### src/hdl/r2h_pkg.sv
`timescale 1ns / 1ps
// ----------------------------------------------------------------------------
// r2h_pkg: shared types and constants
// Widths of the pixel and result fields and the word passed along the
// divider chain.
// ----------------------------------------------------------------------------
package r2h_pkg;

  localparam int unsigned ChW      = 8;   // color channel width
  localparam int unsigned HueW     = 16;  // hue fraction width
  localparam int unsigned HueDivW  = 11;  // 6*d fits below 2^11
  localparam int unsigned SatNumW  = 16;  // 255*d fits below 2^16
  localparam int unsigned NumCells = 16;  // one quotient bit per cell

  // Word handed from cell to cell: two restoring dividers side by side.
  typedef struct packed {
    logic [HueDivW-1:0] hue_rem;
    logic [HueW-1:0]    hue_quo;   // quotient bits shift in at the bottom
    logic [HueDivW-1:0] hue_div;
    logic [ChW-1:0]     sat_rem;
    logic [SatNumW-1:0] sat_quo;   // dividend shifts out, quotient shifts in
    logic [ChW-1:0]     sat_div;
    logic [ChW-1:0]     value;
  } div_t;

endpackage

### src/hdl/r2h_front.sv
`timescale 1ns / 1ps
// ----------------------------------------------------------------------------
// r2h_front: max/min and dividend setup
// Finds the largest and smallest channel, forms the hue numerator and
// divisor and the saturation dividend, and registers them for the chain.
// ----------------------------------------------------------------------------
module r2h_front (
  input  logic                     clk_i,
  input  logic                     rst_ni,
  input  logic                     up_vld_i,
  output logic                     up_rdy_o,
  input  logic [r2h_pkg::ChW-1:0]  red_i,
  input  logic [r2h_pkg::ChW-1:0]  green_i,
  input  logic [r2h_pkg::ChW-1:0]  blue_i,
  output logic                     dn_vld_o,
  input  logic                     dn_rdy_i,
  output r2h_pkg::div_t            dn_dat_o
);

  localparam int unsigned PadW = r2h_pkg::HueDivW - r2h_pkg::ChW;

  logic                          vld_q, vld_d;
  r2h_pkg::div_t                 dat_q, dat_d;
  logic                          red_max, green_max;
  logic [r2h_pkg::ChW-1:0]       mx, mn, d;
  logic [r2h_pkg::HueDivW-1:0]   r11, g11, b11, d11, six_d, num;
  logic [r2h_pkg::SatNumW-1:0]   d16, sat_num;

  assign up_rdy_o = !vld_q || dn_rdy_i;

  always_comb begin
    red_max   = (red_i >= green_i) && (red_i >= blue_i);
    green_max = !red_max && (green_i >= blue_i);
    if (red_max) begin
      mx = red_i;
    end else if (green_max) begin
      mx = green_i;
    end else begin
      mx = blue_i;
    end
    mn = red_i;
    if (green_i < mn) mn = green_i;
    if (blue_i < mn) mn = blue_i;
    d = mx - mn;

    r11   = {{PadW{1'b0}}, red_i};
    g11   = {{PadW{1'b0}}, green_i};
    b11   = {{PadW{1'b0}}, blue_i};
    d11   = {{PadW{1'b0}}, d};
    six_d = (d11 << 2) + (d11 << 1);

    // Sum stays in [0, 6d), so modulo arithmetic here is exact.
    if (red_max) begin
      num = (g11 - b11) + ((green_i < blue_i) ? six_d : '0);
    end else if (green_max) begin
      num = (b11 - r11) + (d11 << 1);
    end else begin
      num = (r11 - g11) + (d11 << 2);
    end

    d16     = {{(r2h_pkg::SatNumW - r2h_pkg::ChW){1'b0}}, d};
    sat_num = (d16 << 8) - d16;

    dat_d = dat_q;
    vld_d = vld_q;
    if (up_rdy_o) begin
      vld_d = up_vld_i;
      if (up_vld_i) begin
        // Achromatic: numerator is zero, so a unit divisor yields zero.
        dat_d.hue_rem = (d == '0) ? '0 : num;
        dat_d.hue_quo = '0;
        dat_d.hue_div = (d == '0) ? r2h_pkg::HueDivW'(1) : six_d;
        // Black: dividend is zero, so a unit divisor yields zero.
        dat_d.sat_rem = '0;
        dat_d.sat_quo = sat_num;
        dat_d.sat_div = (mx == '0) ? r2h_pkg::ChW'(1) : mx;
        dat_d.value   = mx;
      end
    end
  end

  always_ff @(posedge clk_i or negedge rst_ni) begin
    if (!rst_ni) begin
      vld_q <= 1'b0;
    end else begin
      vld_q <= vld_d;
    end
  end

  always_ff @(posedge clk_i) begin
    dat_q <= dat_d;
  end

  assign dn_vld_o = vld_q;
  assign dn_dat_o = dat_q;

endmodule

### src/hdl/r2h_cell.sv
`timescale 1ns / 1ps
// ----------------------------------------------------------------------------
// r2h_cell: one divider step
// Produces one hue quotient bit and one saturation quotient bit per beat,
// with its own valid and a ready that lets bubbles collapse.
// ----------------------------------------------------------------------------
module r2h_cell (
  input  logic          clk_i,
  input  logic          rst_ni,
  input  logic          up_vld_i,
  output logic          up_rdy_o,
  input  r2h_pkg::div_t up_dat_i,
  output logic          dn_vld_o,
  input  logic          dn_rdy_i,
  output r2h_pkg::div_t dn_dat_o
);

  logic                          vld_q, vld_d;
  r2h_pkg::div_t                 dat_q, dat_d;
  logic [r2h_pkg::HueDivW:0]     hue_t;
  logic [r2h_pkg::ChW:0]         sat_t;
  logic                          hue_ge, sat_ge;

  assign up_rdy_o = !vld_q || dn_rdy_i;

  always_comb begin
    hue_t  = {up_dat_i.hue_rem, up_dat_i.hue_quo[r2h_pkg::HueW-1]};
    hue_ge = hue_t >= {1'b0, up_dat_i.hue_div};
    sat_t  = {up_dat_i.sat_rem, up_dat_i.sat_quo[r2h_pkg::SatNumW-1]};
    sat_ge = sat_t >= {1'b0, up_dat_i.sat_div};

    vld_d = vld_q;
    dat_d = dat_q;
    if (up_rdy_o) begin
      vld_d = up_vld_i;
      if (up_vld_i) begin
        dat_d = up_dat_i;
        dat_d.hue_rem = hue_ge ? r2h_pkg::HueDivW'(hue_t - {1'b0, up_dat_i.hue_div})
                               : r2h_pkg::HueDivW'(hue_t);
        dat_d.hue_quo = {up_dat_i.hue_quo[r2h_pkg::HueW-2:0], hue_ge};
        dat_d.sat_rem = sat_ge ? r2h_pkg::ChW'(sat_t - {1'b0, up_dat_i.sat_div})
                               : r2h_pkg::ChW'(sat_t);
        dat_d.sat_quo = {up_dat_i.sat_quo[r2h_pkg::SatNumW-2:0], sat_ge};
      end
    end
  end

  always_ff @(posedge clk_i or negedge rst_ni) begin
    if (!rst_ni) begin
      vld_q <= 1'b0;
    end else begin
      vld_q <= vld_d;
    end
  end

  always_ff @(posedge clk_i) begin
    dat_q <= dat_d;
  end

  assign dn_vld_o = vld_q;
  assign dn_dat_o = dat_q;

endmodule

### src/hdl/rgb_to_hsv.sv
`timescale 1ns / 1ps
// ----------------------------------------------------------------------------
// rgb_to_hsv: RGB pixel to hue, saturation, value
// Pipelined conversion of 8-bit RGB pixels to 16-bit hue and 8-bit S and V.
// ----------------------------------------------------------------------------
// Usage:
//   Input channel in_valid_i/in_ready_o carries red_i, green_i, blue_i.
//   Output channel out_valid_o/out_ready_i carries hue_o, saturation_o,
//   value_o, one result beat per input beat, in order.
//   The pipeline is one setup stage (max, min, dividends) and a row
//   of 16 divider cells, each retiring one bit of both quotients.
//   Throughput is one pixel per cycle while the receiver keeps up; the
//   row of cells sets that figure, as every cell takes a new beat each cycle.
//   Each stage holds its own valid bit, so when the receiver stalls the
//   results stack up at the tail and empty stages still take new pixels;
//   in_ready_o drops only once all 17 stages hold a beat.
//   Reset clears all valid bits; the pipeline is empty and ready after it.
// ----------------------------------------------------------------------------
module rgb_to_hsv (
  input  logic                      clk_i,
  input  logic                      rst_ni,
  input  logic                      in_valid_i,
  output logic                      in_ready_o,
  input  logic [r2h_pkg::ChW-1:0]   red_i,
  input  logic [r2h_pkg::ChW-1:0]   green_i,
  input  logic [r2h_pkg::ChW-1:0]   blue_i,
  output logic                      out_valid_o,
  input  logic                      out_ready_i,
  output logic [r2h_pkg::HueW-1:0]  hue_o,
  output logic [r2h_pkg::ChW-1:0]   saturation_o,
  output logic [r2h_pkg::ChW-1:0]   value_o
);

  r2h_pkg::div_t                chain_dat [r2h_pkg::NumCells+1];
  logic [r2h_pkg::NumCells:0]   chain_vld;
  logic [r2h_pkg::NumCells:0]   chain_rdy;

  r2h_front u_front (
    .clk_i    (clk_i),
    .rst_ni   (rst_ni),
    .up_vld_i (in_valid_i),
    .up_rdy_o (in_ready_o),
    .red_i    (red_i),
    .green_i  (green_i),
    .blue_i   (blue_i),
    .dn_vld_o (chain_vld[0]),
    .dn_rdy_i (chain_rdy[0]),
    .dn_dat_o (chain_dat[0])
  );

  for (genvar k = 0; k < r2h_pkg::NumCells; k++) begin : g_cell
    r2h_cell u_cell (
      .clk_i    (clk_i),
      .rst_ni   (rst_ni),
      .up_vld_i (chain_vld[k]),
      .up_rdy_o (chain_rdy[k]),
      .up_dat_i (chain_dat[k]),
      .dn_vld_o (chain_vld[k+1]),
      .dn_rdy_i (chain_rdy[k+1]),
      .dn_dat_o (chain_dat[k+1])
    );
  end

  assign chain_rdy[r2h_pkg::NumCells] = out_ready_i;

  assign out_valid_o  = chain_vld[r2h_pkg::NumCells];
  assign hue_o        = chain_dat[r2h_pkg::NumCells].hue_quo;
  assign saturation_o = chain_dat[r2h_pkg::NumCells].sat_quo[r2h_pkg::ChW-1:0];
  assign value_o      = chain_dat[r2h_pkg::NumCells].value;

endmodule

### config.mk
export PLATFORM = sky130hd
export DESIGN_NAME = rgb_to_hsv
export DESIGN_NICKNAME = d
export VERILOG_FILES = /design/src/hdl/r2h_pkg.sv /design/src/hdl/r2h_front.sv /design/src/hdl/r2h_cell.sv /design/src/hdl/rgb_to_hsv.sv
export SDC_FILE = /design/constraint.sdc
export NUM_CORES = 2
export LEC_CHECK = 0
export BUFFER_PORTS_ARGS = -buffer_cell sky130_fd_sc_hd__buf_2
export CORE_MARGIN = 8
export CORE_UTILIZATION = 54
export DETAILED_ROUTE_END_ITERATION = 16
export GPL_ROUTABILITY_DRIVEN = 0
export HOLD_SLACK_MARGIN = 0.05
export PLACE_DENSITY_LB_ADDON = 0.05
export SLEW_MARGIN = 10
export SYNTH_ARGS = -nofsm -noshare
export SYNTH_HDL_FRONTEND = slang
export SYNTH_SLANG_ARGS = --single-unit
### constraint.sdc
create_clock -name clk_i -period 16.48 [get_ports clk_i]
set_clock_uncertainty 0.2 [all_clocks]
set_input_delay 4.12 -clock clk_i [delete_from_list [all_inputs] [get_ports clk_i]]
set_output_delay 4.12 -clock clk_i [all_outputs]
set_load 0.1 [all_outputs]
* Yosys cells after proc, flatten, opt, wreduce, memory -nomap -nowiden
Cells that the tools add are included.
** Cells by class
- Div/mod/pow operators :: 0
- Eq/ne operators :: 0
- Reductions and logical operators :: 56
- Multipliers :: 0
- Mux-type cells :: 37
- Shift-type cells :: 0
- Bitwise gates (word level) :: 0
- Order comparisons :: 38
- Add/subtract/negate cells :: 39
** Operators by type and width (number)
- $mux W11 :: 18
- $ge A12 B11 Y1 :: 16
- $sub A11 B11 Y11 :: 15
- $mux W8 :: 18
- $ge A9 B8 Y1 :: 15
- $sub A8 B8 Y8 :: 15
- $reduce_and A2 Y1 :: 17
- $sub A8 B8 Y9 :: 3
- $ge A8 B8 Y1 :: 3
- $lt A8 B8 Y1 :: 3
- $logic_not A1 Y1 :: 18
- $logic_or A1 B1 Y1 :: 17
- $logic_not A8 Y1 :: 2
- $sub A16 B8 Y16 :: 1
- $add A10 B9 Y11 :: 1
- $add A11 B10 Y11 :: 1
- $add A11 B11 Y11 :: 1
- $add A11 B9 Y11 :: 1
- $ge A1 B8 Y1 :: 1
- $sub A1 B8 Y8 :: 1
- $logic_and A1 B1 Y1 :: 2
- $mux W1 :: 1
** Storage, ports and cells
- Flip-flop bits (word level) :: 1153
- Memories kept :: 0
- Logic and storage cells :: 316
- Latch bits :: 0
- Bits in read-only memories :: 0
- Output and inout bits :: 34
- Bits in writable memories :: 0

* Depth between registers and ports, before layout
- Depth in word-level cells :: 19
- Mapped depth :: 38
- Gate-level depth less buffers :: 37

* By module
From an unflattened synthesis, not the netlist that was laid out.
** Second synthesis, totals
- Cells, all modules :: 4276
- Area total of the unflattened synthesis :: 61602.8 um^2
** By module, submodules not included
- r2h_cell :: times used 16, area each 3484.6 um^2, seq. area each 2367.3 um^2, cells each 226
- r2h_front :: times used 1, area each 5849.4 um^2, seq. area each 1646.6 um^2, cells each 660

* Worst setup path before layout
No wires, ideal clock.
- Kind :: input to register
- From :: in green_i[3] (netlist bit)
- To :: reg u_front.dat_q (netlist bit u_front.dn_dat_o[77]), data pin
- Setup slack :: 4781 ps
- Arrival :: 11225 ps
- Stages on the path :: 38
- Path buffers :: 3
- Required time :: 16006 ps
- Cell sequence :: inv_1 > ha_1 > a21o_1 > a21oi_1 > a21oi_1 > a21oi_1 > clkbuf_1 > nor2_1 > a21oi_1 > ha_1 > a21o_1 > a21o_1 > a211o_1 > o21bai_1 > o31a_1 > and2_1 > clkbuf_1 > o21ai_0 > [2 not listed] > o21ai_1 > a21oi_1 > o21a_1 > o21a_1 > a2111o_1 > a211oi_2 > nand2b_1 > buf_4 > inv_1 > ha_1 > xor2_1 > nor2_1 > ha_1 > a21o_1 > a21oi_1 > xor2_1 > xnor2_1 > a221oi_2
** Between the ends
- Longest elaborated chain between the ends :: 11
- Elaborated cells between the ends (all ways) :: 23
- Classes of those cells :: add/sub (7); order compare (5); mux (7); reduce/logical (4)
** RTL lines
- start: declaration :: line rgb_to_hsv.sv:25 : input logic [r2h_pkg::ChW-1:0] green_i,
- branches (longest 11 deep; another with $add A10 B9 Y11)
- end signal: assignment :: line r2h_front.sv:91 : dat_q <= dat_d;
- end: declaration :: line r2h_front.sv:23 : r2h_pkg::div_t dat_q, dat_d;
Several ways; the timed one is not identified.
A chain may end at the register's enable or synchronous reset.

* Worst setup path after layout
Ends and elaborated chain as after synthesis.

==> PnR_summary.wiki <==
{| class="wikitable"
! Metric !! Value
|-
| Type of the worst setup path || input port to register
|-
| # resized after CTS || 0
|-
| Number of maximum-capacitance constraint violations || 0
|-
| Pin count of the biggest net entering global routing || 69
|-
| Initial core utilization || between 50% and 60%
|-
| Detailed-route wire length || between 80 and 90 mm
|-
| Antenna Diode Count || 0
|-
| Routed vias/inst || roughly 5.3
|-
| Synth Net Count || 4567
|-
| Syn Inst Count || around 4100
|-
| Final Hold Fails || 0
|-
| Clock Root Buffer || sky130_fd_sc_hd__clkbuf_16
|-
| Post-detailed-route DRC marker count || 0
|-
| Total area of multi-input combinational cells || between 15000 and 20000 um2
|-
| Share of final-layout standard cells stronger than drive strength 1 || 7.57%
|-
| Post-layout util || roughly 60%
|-
| Port-buffer cells || 61
|-
| HPWL after detailed placement || approximately 65 mm
|-
| Worst path most repeated cell || sky130_fd_sc_hd__ha_1
|-
| Data arrival time at the worst-slack endpoint || 12.59 ns
|-
| Signed area change from the synthesized netlist to the final layout || 10.2%
|-
| Post-synthesis instance area || just over 50000 um2
|-
| TritonCTS clock tree || yes
|-
| RSZ-0062 raised after global routing || no
|-
| Wire length per cell || between 15 and 20 um
|-
| Floorplan die width || around 320 um
|-
| Die area || between 100000 and 150000 um2
|-
| Number of synthesized register bits || 1061
|-
| Post CTS Setup Buffer Count || 0
|-
| Synth warn || 0
|-
| Total track usage || approximately 16%
|-
| Largest area contributor in the netlist || sky130_fd_sc_hd__edfxtp_1
|-
| Worst Path Max Fanout || 14
|-
| Clk buf depth || 3
|-
| Slowest CP cell || sky130_fd_sc_hd__a21oi_1
|-
| Post-route fraction of the period consumed by the critical path || between 70% and 80%
|-
| Number of fill cells || about 7500
|-
| Vias after detailed routing || slightly below 30000
|-
| Cell depth of the worst min-delay path || 0
|-
| Relative slew margins || 26.8%
|-
| Sequential cell area || 31800 um2
|-
| Die height || approximately 320 um
|-
| Actual slew at the worst max-slew pin || 1.10 ns
|-
| Avg Inst Size Synth || 12.4 um2
|-
| Fmax || approximately 80 MHz
|-
| Startpoint types || input port
|-
| Register-to-Register Setup Slack || 12.41 ns
|-
| Total clock sinks || between 1000 and 1500
|-
| Number of ports placed on the die boundary || 62
|-
| Time the worst path needs with I/O delays and setup || between 10 and 15 ns
|-
| Cells on worst reg2reg path || 12
|-
| Number of flops mapped to enable cells by yosys || ~1000
|-
| Antenna-violating nets left || 0
|-
| List of most frequent post-synthesis cells || sky130_fd_sc_hd__edfxtp_1, sky130_fd_sc_hd__inv_1, sky130_fd_sc_hd__ha_1
|-
| Global route total overflow || 0
|-
| Dominant synthesized flop cell || sky130_fd_sc_hd__edfxtp_1
|-
| 1st-pass router iterations || 5
|-
| H-tree depth reported by CTS || 3
|-
| CP Data Required Time || 16.66 ns
|-
| DRT iter0 DRCs || ~1500
|-
| Slowest cell delay on critical path || between 0.8 and 0.9 ns
|-
| Cell variety after synth || a little under 70
|-
| Vias in the first global route || 29549
|-
| Class of the most critical hold timing path || register to register
|-
| Overall power consumption || around 11000 uW
|-
| Non-filler cells in the finished layout || 5599
|-
| Synth top area cells || sky130_fd_sc_hd__edfxtp_1, sky130_fd_sc_hd__ha_1, sky130_fd_sc_hd__inv_1
|-
| Wire length of the first global-routing pass || 144 mm
|-
| Placed cell count || approximately 5400
|-
| Fraction of registers with async set/reset || between 1.5 and 2%
|-
| Placement Rows || approximately 110
|-
| Endpoint kind of the worst setup timing path || register
|-
| Most instantiated library cell after synthesis || sky130_fd_sc_hd__edfxtp_1
|-
| CTS buffer count || 110
|-
| Number of pins exceeding their max-slew limit in the final report || 0
|-
| Nets@finish || 4680
|-
| Post-CTS Hold Fix Bufs || 0
|-
| Number of antenna violations at the first check in global routing || 0
|-
| Insertion delay of the later-clocked pin in the worst-skew pair || between 0.6 and 0.7 ns
|-
| Portion of the post-synthesis area used by sequential elements || 61.9%
|-
| Outcome || completed
|-
| Leakage power of the design || roughly 0.023 uW
|-
| Yosys top cell area share || between 60% and 70%
|-
| Total negative slack for setup checks || 0 ns
|-
| Clock transition at path regs || 0.06 ns
|-
| Core outline area || ~95000 um2
|-
| Worst ir drop on vdd || 0.000154 V
|-
| Final setup fails || 0
|-
| Total power divided by cell area || roughly 190 nW/um2
|}
[power by group]
| group | leakage (uW) | internal, uW | switching (uW) |
|---|---|---|---|
| combinational | 0.0105 | 1550 | 2380 |
| clock | 0.00174 | 1410 | 1000 |
| sequential | 0.0104 | 4000 | 296 |
| total | 0.0226 | 6960 | 3680 |
[area by class of cell]
cell class              instances  area share (%)
multi-input cells            2403            30.1
inverters                     588            3.90
clock inverters                68            1.17
well taps                    1265            2.80
flip-flops and latches       1061            56.2
repair buffers                 78           0.765
clock buffers                 136            5.13
[cell families after synthesis]
kind of cell | share of synthesized area [%]
flops | 61.9
buf+inv | 5.14
xor+xnor | 2.03
fa+ha+maj | 10.5
mux | 1.15
simple gates | 8.53
compound gates | 10.7
[worst max-delay path: cells and delay by family]
kind                       cells  cell delay [ns]
AOI/OAI and AO/OA             18             4.46
adders and majority gates      5             1.63
and+or+nand+nor                7             1.39
xor gates and xnor gates       3             0.57
buffers and inverters          3             0.37
[metal layers]
layer | global-route usage (%) | part of all wire [%] | routed length [um]
met4 | 4.79 | 2.4 | 2070
met2 | 31.2 | 53 | 46300
met3 | 2.50 | 3.5 | 3060
met1 | 18.7 | 41 | 35900
met5 | 0 | 0 | 0
[state kept, by name (all words and copies together) (netlist names)]
name and count:
g_cell.u_cell.dn_dat_o 990, u_front.dn_dat_o 54, g_cell.u_cell.dn_vld_o 16, u_front.dn_vld_o 1
[placed cells by master, fill, tap and decap left out, types with 6 or more instances in the layout]
cell type,Yosys,routed
sky130_fd_sc_hd__mux2_2,46,46
sky130_fd_sc_hd__nor2_1,339,339
sky130_fd_sc_hd__mux2i_1,6,6
sky130_fd_sc_hd__bufinv_16,0,10
sky130_fd_sc_hd__nand2b_1,24,24
sky130_fd_sc_hd__o31ai_1,121,121
sky130_fd_sc_hd__o21a_1,29,29
sky130_fd_sc_hd__buf_2,17,61
sky130_fd_sc_hd__and3_1,17,17
sky130_fd_sc_hd__clkbuf_1,25,21
sky130_fd_sc_hd__o21bai_1,16,16
sky130_fd_sc_hd__ha_1,373,373
sky130_fd_sc_hd__clkbuf_16,0,110
sky130_fd_sc_hd__a211oi_1,29,29
sky130_fd_sc_hd__nor2b_1,69,64
sky130_fd_sc_hd__xnor2_1,54,54
sky130_fd_sc_hd__dfrtp_1,17,17
sky130_fd_sc_hd__o21ai_1,8,7
sky130_fd_sc_hd__or2_2,8,8
sky130_fd_sc_hd__nand2_1,262,262
sky130_fd_sc_hd__inv_1,586,586
sky130_fd_sc_hd__a21boi_0,140,138
sky130_fd_sc_hd__buf_4,33,17
sky130_fd_sc_hd__o21ai_0,317,317
sky130_fd_sc_hd__clkinv_2,0,24
sky130_fd_sc_hd__a21oi_1,94,94
sky130_fd_sc_hd__and2_2,0,9
sky130_fd_sc_hd__nor3_1,32,32
sky130_fd_sc_hd__o31a_1,19,19
sky130_fd_sc_hd__a21o_1,38,38
sky130_fd_sc_hd__edfxtp_1,1044,1044
sky130_fd_sc_hd__a311oi_1,14,14
sky130_fd_sc_hd__nor3b_1,15,15
sky130_fd_sc_hd__nand3_1,106,106
sky130_fd_sc_hd__xor2_1,65,65
sky130_fd_sc_hd__nand4_1,62,62
sky130_fd_sc_hd__clkinv_1,1,24
sky130_fd_sc_hd__fa_1,37,37
[final timing paths]
kind	end	startpoint
max	u_front.dn_dat_o[77]	green_i[3]
max reg2reg	g_cell[1].u_cell.dn_dat_o[74]	g_cell[0].u_cell.dn_dat_o[42]
max in group asynchronous	g_cell[9].u_cell.dn_vld_o	rst_ni
min reg2reg	g_cell[1].u_cell.dn_dat_o[28]	g_cell[0].u_cell.dn_dat_o[27]
min in group asynchronous	g_cell[1].u_cell.dn_vld_o	rst_ni
min	g_cell[1].u_cell.dn_dat_o[28]	g_cell[0].u_cell.dn_dat_o[27]
[metrics by stage]
stage	instance area [um2]	worst slack, ns	hold slack [ns]
finish	56600	4.08	0.209
global route	56600	3.39	0.206
CTS	56600	4.23	0.204
detailed placement	53000	3.52	0.205
global placement	53000	3.62	0.201
floorplan	51400	4.78	0.200
(Power assumes the default switching activity.)
